## src/design/stg_pkg.sv

```systemverilog
`default_nettype none

package stg_pkg;

  // Default configuration
  localparam int TABLE_DEPTH_DEF = 1024;
  localparam int SAMPLE_RATE_DEF = 16000;
  localparam int PHASE_FRAC_DEF  = 16;

  // Word field widths
  localparam int FREQ_W = 13;
  localparam int MS_W   = 16;
  localparam int VOL_W  = 16;
  localparam int SMP_W  = 16;
  localparam int AMP_W  = 15;

  localparam int FREQ_MAX_HZ   = 8000;
  localparam int GAIN_FULL     = 32768;
  localparam int GAIN_SHIFT    = 15;
  localparam int AMPLITUDE     = 32767;
  localparam int MS_PER_SECOND = 1000;

  // Request codes
  localparam logic REQ_START = 1'b0;
  localparam logic REQ_TICK  = 1'b1;

  localparam real TWO_PI = 6.28318530717958647692;

  // Sign and magnitude of one sine sample
  typedef struct packed {
    logic             neg;
    logic [AMP_W-1:0] mag;
  } sine_word_t;

  // First-quadrant table entry: trunc(32767 * sin(k * step_rad)),
  // step_rad being one table step in radians
  function automatic logic [AMP_W-1:0] qtab_entry(input int k, input real step_rad);
    real x;
    real v;
    int  n;
    x = step_rad * k;
    v = real'(AMPLITUDE) * $sin(x);
    n = $rtoi(v);
    if (n > AMPLITUDE) n = AMPLITUDE;
    if (n < 0) n = 0;
    return AMP_W'(n);
  endfunction

endpackage

`default_nettype wire

```

## src/design/stg_req_if.sv

```systemverilog
`default_nettype none

interface stg_req_if;
  import stg_pkg::*;

  logic              valid;
  logic              ready;
  logic              req_type;
  logic [FREQ_W-1:0] tone_freq_hz;
  logic [MS_W-1:0]   tone_ms;
  logic [VOL_W-1:0]  volume;

  modport source (
    output valid, req_type, tone_freq_hz, tone_ms, volume,
    input  ready
  );

  modport sink (
    input  valid, req_type, tone_freq_hz, tone_ms, volume,
    output ready
  );
endinterface

`default_nettype wire

```

## src/design/stg_smp_if.sv

```systemverilog
`default_nettype none

interface stg_smp_if;
  import stg_pkg::*;

  logic                    valid;
  logic                    ready;
  logic signed [SMP_W-1:0] sample;
  logic                    last_sample;

  modport source (
    output valid, sample, last_sample,
    input  ready
  );

  modport sink (
    input  valid, sample, last_sample,
    output ready
  );
endinterface

`default_nettype wire

```

## src/design/stg_div.sv

```systemverilog
`default_nettype none

// Constant-ratio scaler: quotient = floor(dividend * NUM / DEN), by reciprocal
// multiplication. The whole part of NUM / DEN is a plain constant multiply; the
// fraction (NUM % DEN) / DEN carries enough bits to stay exact for any dividend.
module stg_div #(
  parameter int     X_W = 16,
  parameter int     Q_W = 20,
  parameter longint NUM = 16000,
  parameter int     DEN = 1000
) (
  input  wire logic [X_W-1:0] dividend,
  output logic [Q_W-1:0]      quotient
);

  localparam int     S   = X_W + $clog2(DEN);
  localparam int     PW  = X_W + S;
  localparam longint Q0  = NUM / longint'(DEN);
  localparam longint RMD = NUM % longint'(DEN);
  localparam longint KF  = ((RMD <<< S) + longint'(DEN) - 1) / longint'(DEN);
  localparam logic [Q_W-1:0] Q0_C = Q_W'(Q0);
  localparam logic [S-1:0]   KF_C = S'(KF);

  logic [Q_W-1:0] whole;
  logic [PW-1:0]  frac_prod;

  always_comb begin
    whole     = Q_W'(dividend) * Q0_C;
    frac_prod = PW'(dividend) * PW'(KF_C);
  end

  assign quotient = whole + Q_W'(frac_prod[PW-1:S]);

endmodule

`default_nettype wire

```

## src/design/stg_sine_lut.sv

```systemverilog
`default_nettype none

// Quarter-wave sine lookup with registered output.
module stg_sine_lut #(
  parameter int TABLE_DEPTH = stg_pkg::TABLE_DEPTH_DEF
) (
  input  wire logic                           clk,
  input  wire logic                           en,
  input  wire logic [$clog2(TABLE_DEPTH)-1:0] idx,
  output stg_pkg::sine_word_t                 word
);
  import stg_pkg::*;

  localparam int  L          = $clog2(TABLE_DEPTH);
  localparam int  QW         = L - 2;
  localparam int  Q          = TABLE_DEPTH / 4;
  localparam real PHASE_UNIT = TWO_PI / TABLE_DEPTH;

  logic [AMP_W-1:0] qtab [Q];

  for (genvar g = 0; g < Q; g++) begin : g_qtab
    localparam logic [AMP_W-1:0] ENT = qtab_entry(g, PHASE_UNIT);
    assign qtab[g] = ENT;
  end

  logic          half;
  logic          desc;
  logic [QW-1:0] k;
  logic [QW-1:0] addr;
  logic          peak;
  logic [AMP_W-1:0] mag;

  always_comb begin
    half = idx[L-1];
    desc = idx[L-2];
    k    = idx[QW-1:0];
    // second and fourth quadrants mirror the first
    addr = desc ? QW'(~k + QW'(1)) : k;
    peak = desc && (k == '0);
    mag  = peak ? AMP_W'(AMPLITUDE) : qtab[addr];
  end

  always_ff @(posedge clk) begin
    if (en) begin
      word.neg <= half;
      word.mag <= mag;
    end
  end

endmodule

`default_nettype wire

```

## src/design/sine_tone_generator.sv

```systemverilog
// A tick's sample passes the index, table and output registers. Throughput: one word
// per cycle unless an output word waits, starts and ticks alike; ticks while idle give
// no word. A start word is taken at once: step and sample count come from constant-ratio
// multipliers, so a tick may follow directly. Ready drops only in reset or while an output word waits.
// Reset (rst, synchronous, active high) clears phase, step, gain, sample count and all
// valid flags; the block comes out of reset idle.
`default_nettype none

module sine_tone_generator #(
  parameter int TABLE_DEPTH     = stg_pkg::TABLE_DEPTH_DEF,
  parameter int SAMPLE_RATE_HZ  = stg_pkg::SAMPLE_RATE_DEF,
  parameter int PHASE_FRAC_BITS = stg_pkg::PHASE_FRAC_DEF
) (
  input wire logic clk,
  input wire logic rst,
  stg_req_if.sink  req,
  stg_smp_if.source smp
);
  import stg_pkg::*;

  // Phase word: log2(TABLE_DEPTH) integer bits over PHASE_FRAC_BITS fraction bits.
  // TABLE_DEPTH is a power of two, so wrapping the phase is plain truncation.
  localparam int L          = $clog2(TABLE_DEPTH);
  localparam int PHW        = L + PHASE_FRAC_BITS;
  localparam longint MAX_CNT = (longint'(65535) * SAMPLE_RATE_HZ) / MS_PER_SECOND;
  localparam int CNT_W      = $clog2(MAX_CNT + 1);
  localparam int PROD_W     = AMP_W + VOL_W;

  // Tone state
  logic [PHW-1:0]   phase_acc;
  logic [PHW-1:0]   phase_step;
  logic [CNT_W-1:0] samples_left;
  logic [VOL_W-1:0] gain;

  // Sample pipeline
  logic             s1_valid;
  logic [L-1:0]     s1_idx;
  logic [VOL_W-1:0] s1_gain;
  logic             s1_last;
  logic             s2_valid;
  logic [VOL_W-1:0] s2_gain;
  logic             s2_last;
  sine_word_t       lut_word;
  logic             out_valid;
  logic [SMP_W-1:0] out_sample;
  logic             out_last;

  // Handshake and decode
  logic adv;        // whole pipeline moves when the output register is free
  logic req_fire;
  logic is_start;
  logic active;

  assign adv      = !out_valid || smp.ready;
  assign req.ready = !rst && adv;
  assign req_fire = req.valid && req.ready;
  assign is_start = (req.req_type == REQ_START);
  assign active   = (samples_left != '0);

  // Start word decode: saturate frequency and gain
  logic [FREQ_W-1:0] freq_sat;
  logic [VOL_W-1:0]  vol_sat;

  always_comb begin
    freq_sat = (req.tone_freq_hz > FREQ_W'(FREQ_MAX_HZ)) ? FREQ_W'(FREQ_MAX_HZ)
                                                          : req.tone_freq_hz;
    vol_sat  = (req.volume > VOL_W'(GAIN_FULL)) ? VOL_W'(GAIN_FULL) : req.volume;
  end

  logic             start_fire;
  logic [PHW-1:0]   step_q;
  logic [CNT_W-1:0] cnt_q;

  assign start_fire = req_fire && is_start;

  // phase step = freq * TABLE_DEPTH * 2^frac / SAMPLE_RATE_HZ;
  // TABLE_DEPTH * 2^frac is just 2^PHW
  stg_div #(
    .X_W (FREQ_W),
    .Q_W (PHW),
    .NUM (longint'(1) <<< PHW),
    .DEN (SAMPLE_RATE_HZ)
  ) u_step_div (
    .dividend (freq_sat),
    .quotient (step_q)
  );

  // sample count = ms * SAMPLE_RATE_HZ / 1000
  stg_div #(
    .X_W (MS_W),
    .Q_W (CNT_W),
    .NUM (longint'(SAMPLE_RATE_HZ)),
    .DEN (MS_PER_SECOND)
  ) u_cnt_div (
    .dividend (req.tone_ms),
    .quotient (cnt_q)
  );

  // Control and tone state
  always_ff @(posedge clk) begin
    if (rst) begin
      phase_acc    <= '0;
      phase_step   <= '0;
      samples_left <= '0;
      gain         <= '0;
      s1_valid     <= 1'b0;
      s2_valid     <= 1'b0;
      out_valid    <= 1'b0;
    end else begin
      if (start_fire) begin
        // a new tone drops whatever was playing;
        // step of exactly one full turn truncates to zero, same phase either way
        phase_acc    <= '0;
        phase_step   <= step_q;
        samples_left <= cnt_q;
        gain         <= vol_sat;
      end else if (req_fire && active) begin
        samples_left <= samples_left - CNT_W'(1);
        phase_acc    <= phase_acc + phase_step;
      end
      if (adv) begin
        s1_valid  <= req_fire && !is_start && active;
        s2_valid  <= s1_valid;
        out_valid <= s2_valid;
      end
    end
  end

  // Pipeline payload; gain rides along so a restart never touches words in flight
  logic [PROD_W-1:0] prod;
  logic [AMP_W-1:0]  scaled;
  logic [SMP_W-1:0]  smp_val;

  always_comb begin
    prod    = PROD_W'(lut_word.mag) * PROD_W'(s2_gain);
    scaled  = prod[GAIN_SHIFT +: AMP_W];
    // magnitude was truncated, so the sign is applied last: toward zero
    smp_val = lut_word.neg ? SMP_W'(-{1'b0, scaled}) : SMP_W'({1'b0, scaled});
  end

  always_ff @(posedge clk) begin
    if (adv) begin
      s1_idx     <= phase_acc[PHW-1 -: L];
      s1_gain    <= gain;
      s1_last    <= (samples_left == CNT_W'(1));
      s2_gain    <= s1_gain;
      s2_last    <= s1_last;
      out_sample <= smp_val;
      out_last   <= s2_last;
    end
  end

  stg_sine_lut #(
    .TABLE_DEPTH (TABLE_DEPTH)
  ) u_lut (
    .clk  (clk),
    .en   (adv),
    .idx  (s1_idx),
    .word (lut_word)
  );

  assign smp.valid       = out_valid;
  assign smp.sample      = out_sample;
  assign smp.last_sample = out_last;

endmodule

`default_nettype wire

```

## src/flat_wrapper.sv

```systemverilog
// flat-port wrapper written by rule: the top's interface ports become plain ports
module sine_tone_generator_flat import stg_pkg::*;
#(
  parameter int TABLE_DEPTH     = stg_pkg::TABLE_DEPTH_DEF,
  parameter int SAMPLE_RATE_HZ  = stg_pkg::SAMPLE_RATE_DEF,
  parameter int PHASE_FRAC_BITS = stg_pkg::PHASE_FRAC_DEF
)
  (clk, rst, req_valid, req_req_type, req_tone_freq_hz, req_tone_ms, req_volume, req_ready, smp_valid, smp_sample, smp_last_sample, smp_ready);
  stg_req_if req_i ();
  stg_smp_if smp_i ();
  input wire logic clk;
  input wire logic rst;
  input wire logic [$bits(req_i.valid)-1:0] req_valid;
  input wire logic [$bits(req_i.req_type)-1:0] req_req_type;
  input wire logic [$bits(req_i.tone_freq_hz)-1:0] req_tone_freq_hz;
  input wire logic [$bits(req_i.tone_ms)-1:0] req_tone_ms;
  input wire logic [$bits(req_i.volume)-1:0] req_volume;
  output wire logic [$bits(req_i.ready)-1:0] req_ready;
  output wire logic [$bits(smp_i.valid)-1:0] smp_valid;
  output wire logic [$bits(smp_i.sample)-1:0] smp_sample;
  output wire logic [$bits(smp_i.last_sample)-1:0] smp_last_sample;
  input wire logic [$bits(smp_i.ready)-1:0] smp_ready;
  assign req_i.valid = req_valid;
  assign req_i.req_type = req_req_type;
  assign req_i.tone_freq_hz = req_tone_freq_hz;
  assign req_i.tone_ms = req_tone_ms;
  assign req_i.volume = req_volume;
  assign req_ready = req_i.ready;
  assign smp_valid = smp_i.valid;
  assign smp_sample = smp_i.sample;
  assign smp_last_sample = smp_i.last_sample;
  assign smp_i.ready = smp_ready;
  sine_tone_generator #(.TABLE_DEPTH(TABLE_DEPTH), .SAMPLE_RATE_HZ(SAMPLE_RATE_HZ), .PHASE_FRAC_BITS(PHASE_FRAC_BITS)) u_core (.clk(clk), .rst(rst), .req(req_i), .smp(smp_i));
endmodule
```

## config.mk

```make
export PLATFORM = sky130hd
export DESIGN_NAME = sine_tone_generator_flat
export DESIGN_NICKNAME = d
export VERILOG_FILES = /design/src/design/stg_pkg.sv /design/src/design/stg_req_if.sv /design/src/design/stg_smp_if.sv /design/src/design/stg_div.sv /design/src/design/stg_sine_lut.sv /design/src/design/sine_tone_generator.sv /design/src/flat_wrapper.sv
export SDC_FILE = /design/constraint.sdc
export NUM_CORES = 1
export LEC_CHECK = 0
export BUFFER_PORTS_ARGS = -buffer_cell sky130_fd_sc_hd__buf_2
export CAP_MARGIN = 0
export CORE_ASPECT_RATIO = 1.1
export CORE_UTILIZATION = 60
export DETAILED_ROUTE_END_ITERATION = 10
export PLACE_DENSITY_LB_ADDON = 0.15
export SYNTH_ARGS = -nofsm -noshare
export SYNTH_HDL_FRONTEND = slang
export SYNTH_SLANG_ARGS = --single-unit
```

## constraint.sdc

```tcl
create_clock -name clk -period 8 [get_ports clk]
set_input_delay 0.8 -clock clk [delete_from_list [all_inputs] [get_ports clk]]
set_output_delay 0.8 -clock clk [all_outputs]
set_load 0.02 [all_outputs]
```

==> results of run 1 <==
## cell type report
| cell class | count | area, sq um | share of cell area |
|---|---|---|---|
| inverter | 463 | 1740 | 0.0596 |
| timing repair buffer | 268 | 1850 | 0.0635 |
| tap | 574 | 718 | 0.0246 |
| multi-input combinational | 2299 | 20100 | 0.690 |
| clock inverter | 11 | 130 | 0.00446 |
| clock buffer | 21 | 483 | 0.0165 |
| sequential | 168 | 4130 | 0.142 |
## stage by stage
| stage | cells | util | TNS [ns] |
|---|---|---|---|
| floorplan | 3081 | - | 0 |
| global placement | 3766 | 0.656 | -1.37 |
| detailed placement | 3766 | 0.656 | -3.72 |
| CTS | 3798 | 0.670 | 0 |
| global route | 3804 | 0.675 | 0 |
| finish | 3804 | 0.675 | 0 |
## state kept, by name (all words and copies together) (netlist names), 10 cells and up
name,cells
u_core.u_lut.word,16
u_core.s1_idx,10
u_core.phase_step,26
u_core.smp.sample,16
u_core.phase_acc,26
u_core.s2_gain,16
u_core.s1_gain,16
u_core.gain,16
u_core.samples_left,20
## synthesized netlist by cell type, types with 35 or more instances
master / instances / area share
a211oi_1: 35 / 0.010
a21o_1: 49 / 0.014
a21oi_1: 157 / 0.030
and2_1: 108 / 0.026
clkbuf_1: 134 / 0.019
dfxtp_1: 91 / 0.069
edfxtp_1: 77 / 0.088
fa_1: 303 / 0.23
ha_1: 321 / 0.15
inv_1: 459 / 0.066
nand2_1: 346 / 0.049
nand3_1: 48 / 0.0091
nand3b_1: 35 / 0.010
nor2_1: 177 / 0.025
nor3_1: 55 / 0.010
o21ai_0: 151 / 0.029
xnor2_1: 74 / 0.025
xor2_1: 40 / 0.013
## metal layers
metal | vias up | global-route usage
met5 | - | 0
met4 | 0 | 0.203
met3 | 342 | 0.0651
met2 | 1137 | 0.637
met1 | 11500 | 0.459
li1 | 10700 | -
## where the power goes
group          internal, W  switching (W)  leakage, nW
combinational      0.00256        0.00307         12.4
sequential         0.00101       0.000156         1.67
clock             0.000503       0.000369        0.303
## logic make-up after synthesis
group	Yosys count	synth area share
AND/OR/NAND/NOR	882	0.159
AO/OA/AOI/OAI	674	0.172
adder cells (fa/ha/maj)	624	0.384
buffers and inverters	614	0.0878
flip-flops	168	0.157
XOR/XNOR	114	0.0380
multiplexers	5	0.00243
## timing repair
| item | in CTS | in global routing |
|---|---|---|
| pin swaps | 0 | 19 |
| gates resized for setup | 1 | 34 |
| endpoints found under the hold margin | 0 | 0 |
| endpoints found under the setup margin | 1 | 17 |
| cloned | 0 | 0 |
| hold buffers | 0 | 0 |
| setup buffers | 0 | 7 |
## worst max-delay path, cell delays in order, from the launching register on
cell,delay (ns)
edfxtp_1,0.55
buf_4,0.27
and2_1,0.17
fa_1,0.55
inv_1,0.05
fa_1,0.48
inv_1,0.06
fa_1,0.51
inv_1,0.06
fa_1,0.56
fa_1,0.44
fa_1,0.50
inv_1,0.06
ha_1,0.38
nand4_1,0.12
or2_1,0.27
nand3b_1,0.37
nand2_1,0.17
or2_2,0.16
ha_1,0.23
o31a_1,0.19
nand3_1,0.14
or4b_1,0.54
nor4_2,0.18
or4_1,0.15
nand3_1,0.08
xor2_1,0.16
## final timing paths
| path | from | to | slack, ns | depth (start not counted) |
|---|---|---|---|---|
| setup / recovery | u_core.u_lut.word[3] | u_core.smp.sample[14] | 0.34 | 26 |
| hold / removal | u_core.s1_gain[3] | u_core.s2_gain[3] | 0.42 | 0 |
| setup reg to reg | u_core.u_lut.word[3] | u_core.smp.sample[14] | 0.34 | 26 |
| hold reg to reg | u_core.s1_gain[3] | u_core.s2_gain[3] | 0.42 | 0 |
==> reports/qor.txt, run 1 <==
Outcome -> complete, no violations
Clock-pin slew on the worst setup and hold paths -> 0.07 ns
Post-synth ARST share -> 0
Routed Antenna Nets -> 0
Min Hold Slack -> 0.418 ns
Syn Area/Cell -> 8.53 sq um
Worst path required time -> 8.17 ns
Critical Path Fanout Max -> 11
Mapped Area -> 26300 sq um
Largest net degree at the start of global routing -> 74
Clock Tree Buf Depth -> 2
Final Wtd Congestion -> 0.996
Drt total wl -> 82.7 mm
Sequential area share after synthesis -> 0.157
Die width -> 202 microns
Initial antenna violation count -> 0
Worst vdd ir -> 0.648 mV
Max Cap Viol -> 0
TritonCTS buffer count -> 17
IO buf count -> 68
Vias in the first global route -> 25000
Total Die Area -> 44600 sq um
Top Metal Used -> met4
Slew headroom -> 0.209
Yosys warns -> 0
CTS sink count -> 168
Grt ovf -> 0
Place WS -> -0.428 ns
H-tree Lvls -> 4
Leading cell type in the layout, fill and taps excluded -> inv_1
Seq cells post-synth -> 168
Clk root buf -> clkbuf_16
Fin. max-slew vios -> 0
Via count -> 23600
RSZ-0062 raised after global routing -> false
Crit path arrival time -> 7.84 ns
DR WL/cell -> 21.8 microns
Wire length on met1 -> 32.2 mm
Setup violators final -> 0
Peak Freq -> 0.131 GHz
Post-synthesis cell count -> 3081
Hold Violations, Final -> 0
Initial core utilization -> 0.608
Synthesized net count -> 3755
Antenna diode count -> 0
HPWL after DPL -> 64.8 mm
Most frequent cells in the layout -> inv_1 (459), nand2_1 (345), ha_1 (316)
Clock skew -> 0.0170 ns
Layout cell share with drive strength beyond 1 -> 0.115
Leakage -> 14.4 nW
Core area -> 43200 sq um
Final instance area -> 29200 sq um
CTS tree -> yes
Number of fill cells -> 3588
Post-synth EDFFs -> 77
Final #Nets -> 3891
Unique masters post-synth -> 88
Setup ws final -> 0.338 ns
Pwr Density -> 262 nW/um^2
Met2 wire length -> 39.7 mm
Hold Path Class -> reg -> reg
Worst-Margin Slew -> 1.18 ns
Num ports -> 69
# rows -> 80
Setup crit end kind -> flip-flop
Die height -> 222 microns
Vias per cell -> 6.21
Residual DRC count -> 0
Crit share post-route -> 0.958
All-Layer GR Usage -> 0.377
Critical path class -> reg -> reg
1st-iter DRT viols -> 2368
Initial DRT Pass Iterations -> 9
Main synth FF type -> dfxtp_1
First-pass GRT wire length -> 132 mm
Met3 Wirelength -> 5.93 mm
Final Power -> 0.00766 W
Worst skew pair latency -> 0.45 ns
Placement Cell Area -> 28400 sq um
CP Launch Type -> flip-flop
Post-layout min period -> 7.66 ns
Syn-to-layout area delta -> 11.1%
Note: power is estimated with default switching activity, not from simulation.
==> run 2: changes to the inputs <==
--- a/config.mk
+++ b/config.mk
@@ -5,6 +5,7 @@
 export SDC_FILE = /design/constraint.sdc
 export NUM_CORES = 1
 export LEC_CHECK = 0
+export ABC_AREA = 1
 export BUFFER_PORTS_ARGS = -buffer_cell sky130_fd_sc_hd__buf_2
 export CAP_MARGIN = 0
 export CORE_ASPECT_RATIO = 1.1
==> constraint.sdc (replaced) <==
create_clock -name clk -period 9.8 [get_ports clk]
set_input_delay 0.98 -clock clk [delete_from_list [all_inputs] [get_ports clk]]
set_output_delay 0.98 -clock clk [all_outputs]
set_load 0.02 [all_outputs]
==> run 2 against run 1 <==
Compared with the run above: global-route usage fell by 0.14 points; worst setup slack better by 0.81 ns; clock-buffer cell count fell by 4; design area shrank 2.0%; largest power group unchanged; highest routed layer unchanged; wire length up 2.3%; largest cell class unchanged.
==> reports/qor.txt, run 2 <==
Outcome -> complete, no violations
Critical Path Fanout Max -> 10 (-1)
Reg2reg end -> u_core.smp.sample[14]
Leading cell type in the layout, fill and taps excluded -> nand2_1
Vias in the first global route -> 25900 (+3.8%)
Post-synth EDFFs -> 77 (unchanged)
Clk root buf -> clkbuf_16
Most numerous cell in the Yosys netlist -> nand2_1
Num ports -> 69 (unchanged)
Die height -> 226 microns (+1.9%)
Clock-pin slew on the worst setup and hold paths -> 0.07 ns (about the same)
Total Die Area -> 46300 sq um (+3.8%)
Worst skew pair latency -> 0.46 ns (about the same)
Leakage -> 15.7 nW (+9.0%)
Initial antenna violation count -> 0 (unchanged)
CTS resizes -> 0 (-1)
Synth top cells by count -> nand2_1 (844), inv_1 (755), ha_1 (321)
Final #Nets -> 4355 (+12%)
Worst path required time -> 10.17 ns (+2.00 ns)
IO buf count -> 68 (unchanged)
Worst-Margin Slew -> 1.08 ns (-0.105 ns)
Sequential area share after synthesis -> 0.151 (-0.00580)
Worst vdd ir -> 0.400 mV (-38%)
Vias per cell -> 5.92 (-4.7%)
First-pass GRT wire length -> 135 mm (+2.4%)
Core area -> 44700 sq um (+3.4%)
Post-synthesis cell count -> 3690 (+20%)
Clock Tree Buf Depth -> 2 (unchanged)
Setup bufs post-CTS -> 0 (unchanged)
Grt ovf -> 0 (unchanged)
Unique masters post-synth -> 62 (-30%)
Final TNS setup -> 0 ns (unchanged)
TritonCTS buffer count -> 17 (unchanged)
Worst stage delay on the critical path -> 0.65 ns (+0.09 ns)
All-Layer GR Usage -> 0.376 (-0.00138)
Setup violators final -> 0 (unchanged)
Clock skew -> 0.0227 ns (+0.00574 ns)
H-tree Lvls -> 4 (unchanged)
# rows -> 81 (+1.3%)
Main synth FF type -> dfxtp_1
Cell taking the most area after synthesis -> fa_1
Routed Antenna Nets -> 0 (unchanged)
CTS tree -> yes
Syn Area/Cell -> 7.40 sq um (-13%)
Antenna diode count -> 0 (unchanged)
Crit share post-route -> 0.883
Initial core utilization -> 0.611 (+0.00275)
Worst r2r src -> u_core.s2_gain[7]
Post-layout min period -> 8.65 ns
Top cells by area, synth -> fa_1 (22%), ha_1 (15%), nand2_1 (12%), inv_1 (10%), edfxtp_1 (8.5%)
Slew headroom -> 0.280 (+0.0715)
Layout cell share with drive strength beyond 1 -> 0.0474 (-0.0672)
WHS Path Cells -> 0 (unchanged)
Residual DRC count -> 0 (unchanged)
CP Launch Type -> input port
Worst-case reg-to-reg path depth -> 26 (unchanged)
Drt total wl -> 84.7 mm (+2.3%)
Most frequent cells in the layout -> nand2_1 (844), inv_1 (754), ha_1 (321)
Peak Freq -> 0.116 GHz
Hold Path Class -> reg -> reg
Initial DRT Pass Iterations -> 9 (unchanged)
Synthesized net count -> 4364 (+16%)
Setup crit end kind -> flip-flop
Hold Violations, Final -> 0 (unchanged)
Fin. max-slew vios -> 0 (unchanged)
Max Cap Viol -> 0 (unchanged)
RSZ-0062 raised after global routing -> false
Syn-to-layout area delta -> 4.78%
Yosys top cell area share -> 0.222 (-0.00851)
Flop-to-flop setup slack -> 2.65 ns (+2.31 ns)
Pwr Density -> 261 nW/um^2 (-0.70%)
Die width -> 205 microns (+1.9%)
CP dominant cell by count -> nand2_1
Largest net degree at the start of global routing -> 78 (+5.4%)
Post-synth ARST share -> 0 (unchanged)
Min Hold Slack -> 0.425 ns (+0.00689 ns)
Yosys warns -> 0 (unchanged)
Final Wtd Congestion -> 1.06 (+6.5%)
Critical path class -> in -> reg
Crit-path slowest cell -> fa_1
1st-iter DRT viols -> 2205 (-6.9%)
DR WL/cell -> 19.8 microns (-8.9%)
Hold buffers post-CTS -> 0 (unchanged)
Via count -> 25300 (+7.1%)
Mapped Area -> 27300 sq um (+3.8%)
Crit path arrival time -> 9.02 ns (+1.18 ns)
CTS sink count -> 168 (unchanged)
Largest registers -> u_core.phase_acc (26), u_core.phase_step (26), u_core.samples_left (20)
Seq cells post-synth -> 168 (unchanged)
Worst Hold End -> u_core.s2_gain[2]
HPWL after DPL -> 67.2 mm (+3.6%)
Hold_sp -> u_core.s1_gain[2]
-- run 2: changes by cell type after synthesis, sizes merged, moves of 31 or more --
cell,change
o21ai,+34
nand2,+512
nand3,+121
a21o,-38
a21oi,+39
a211oi,-31
inv,+314
clkbuf,-59
nor2,+73
xnor2,-50
and2,-105
-- run 2: how the worst max path moves through the flow --
stage	start	end	slack [ns]
2_1_floorplan	req_tone_freq_hz[11]	u_core.phase_step[23]	1.87
3_3_place_gp	req_tone_freq_hz[8]	u_core.phase_step[23]	0.92
3_5_place_dp	req_tone_freq_hz[8]	u_core.phase_step[21]	0.79
4_1_cts	req_tone_freq_hz[8]	u_core.phase_step[23]	1.24
5_1_grt	req_tone_freq_hz[8]	u_core.phase_step[23]	0.50
6_report	req_tone_freq_hz[8]	u_core.phase_step[23]	1.15
-- run 2: kinds of logic (layout without fill, tap and decap cells) --
kind of cell	Yosys count	count (layout)	share of synthesized area
flops	168	168	0.151
buf+inv	888	892	0.125
xor+xnor	81	81	0.0272
fa+ha+maj	624	624	0.369
mux	1	1	0.000367
compound gates	552	552	0.118
simple gates	1376	1376	0.208
-- run 2: power breakdown --
| group | internal (W) | total [W] | leakage, nW | switching [W] |
|---|---|---|---|---|
| Sequential | 0.000880 | 0.00114 | 1.65 | 0.000265 |
| Clock | 0.000382 | 0.000691 | 0.292 | 0.000309 |
| Combinational | 0.00195 | 0.00562 | 13.8 | 0.00367 |
| Total | 0.00321 | 0.00745 | 15.7 | 0.00424 |
-- run 2: area by class of cell --
cell class / instances / area, sq um
clock buffer: 17 / 425
clock inverter: 15 / 171
tap: 581 / 727
fill: 3910 / 16100
inverter: 776 / 2910
sequential: 168 / 4130
timing repair buffer: 84 / 460
multi-input combinational: 2634 / 19800
-- run 2: through the flow --
stage               cell area (sq um)  power [W]  setup slack, ns  std cells   util
floorplan                       27300    0.00504             1.87       3690      -
global placement                28000    0.00653            0.920       4243  0.626
detailed placement              28000    0.00662            0.786       4243  0.626
CTS                             28600    0.00734             1.24       4275  0.640
global route                    28600    0.00811            0.504       4275  0.640
finish                          28600    0.00745             1.15       4275  0.640
-- run 2: per-layer routing --
metal	global-route usage	part of all wire	up-vias
met5	0	0	-
met4	0.205	0.056	0
met3	0.0615	0.079	297
met2	0.640	0.48	1272
met1	0.452	0.38	12100
li1	-	-	11700
-- run 2: critical path: cells and delay by family --
family / cells / cell delay, ns
XOR/XNOR: 1 / 0.14
AND/OR/NAND/NOR: 17 / 2.18
AO/OA/AOI/OAI: 5 / 1.13
adder cells (fa/ha/maj): 8 / 3.58
buffers and inverters: 8 / 0.98
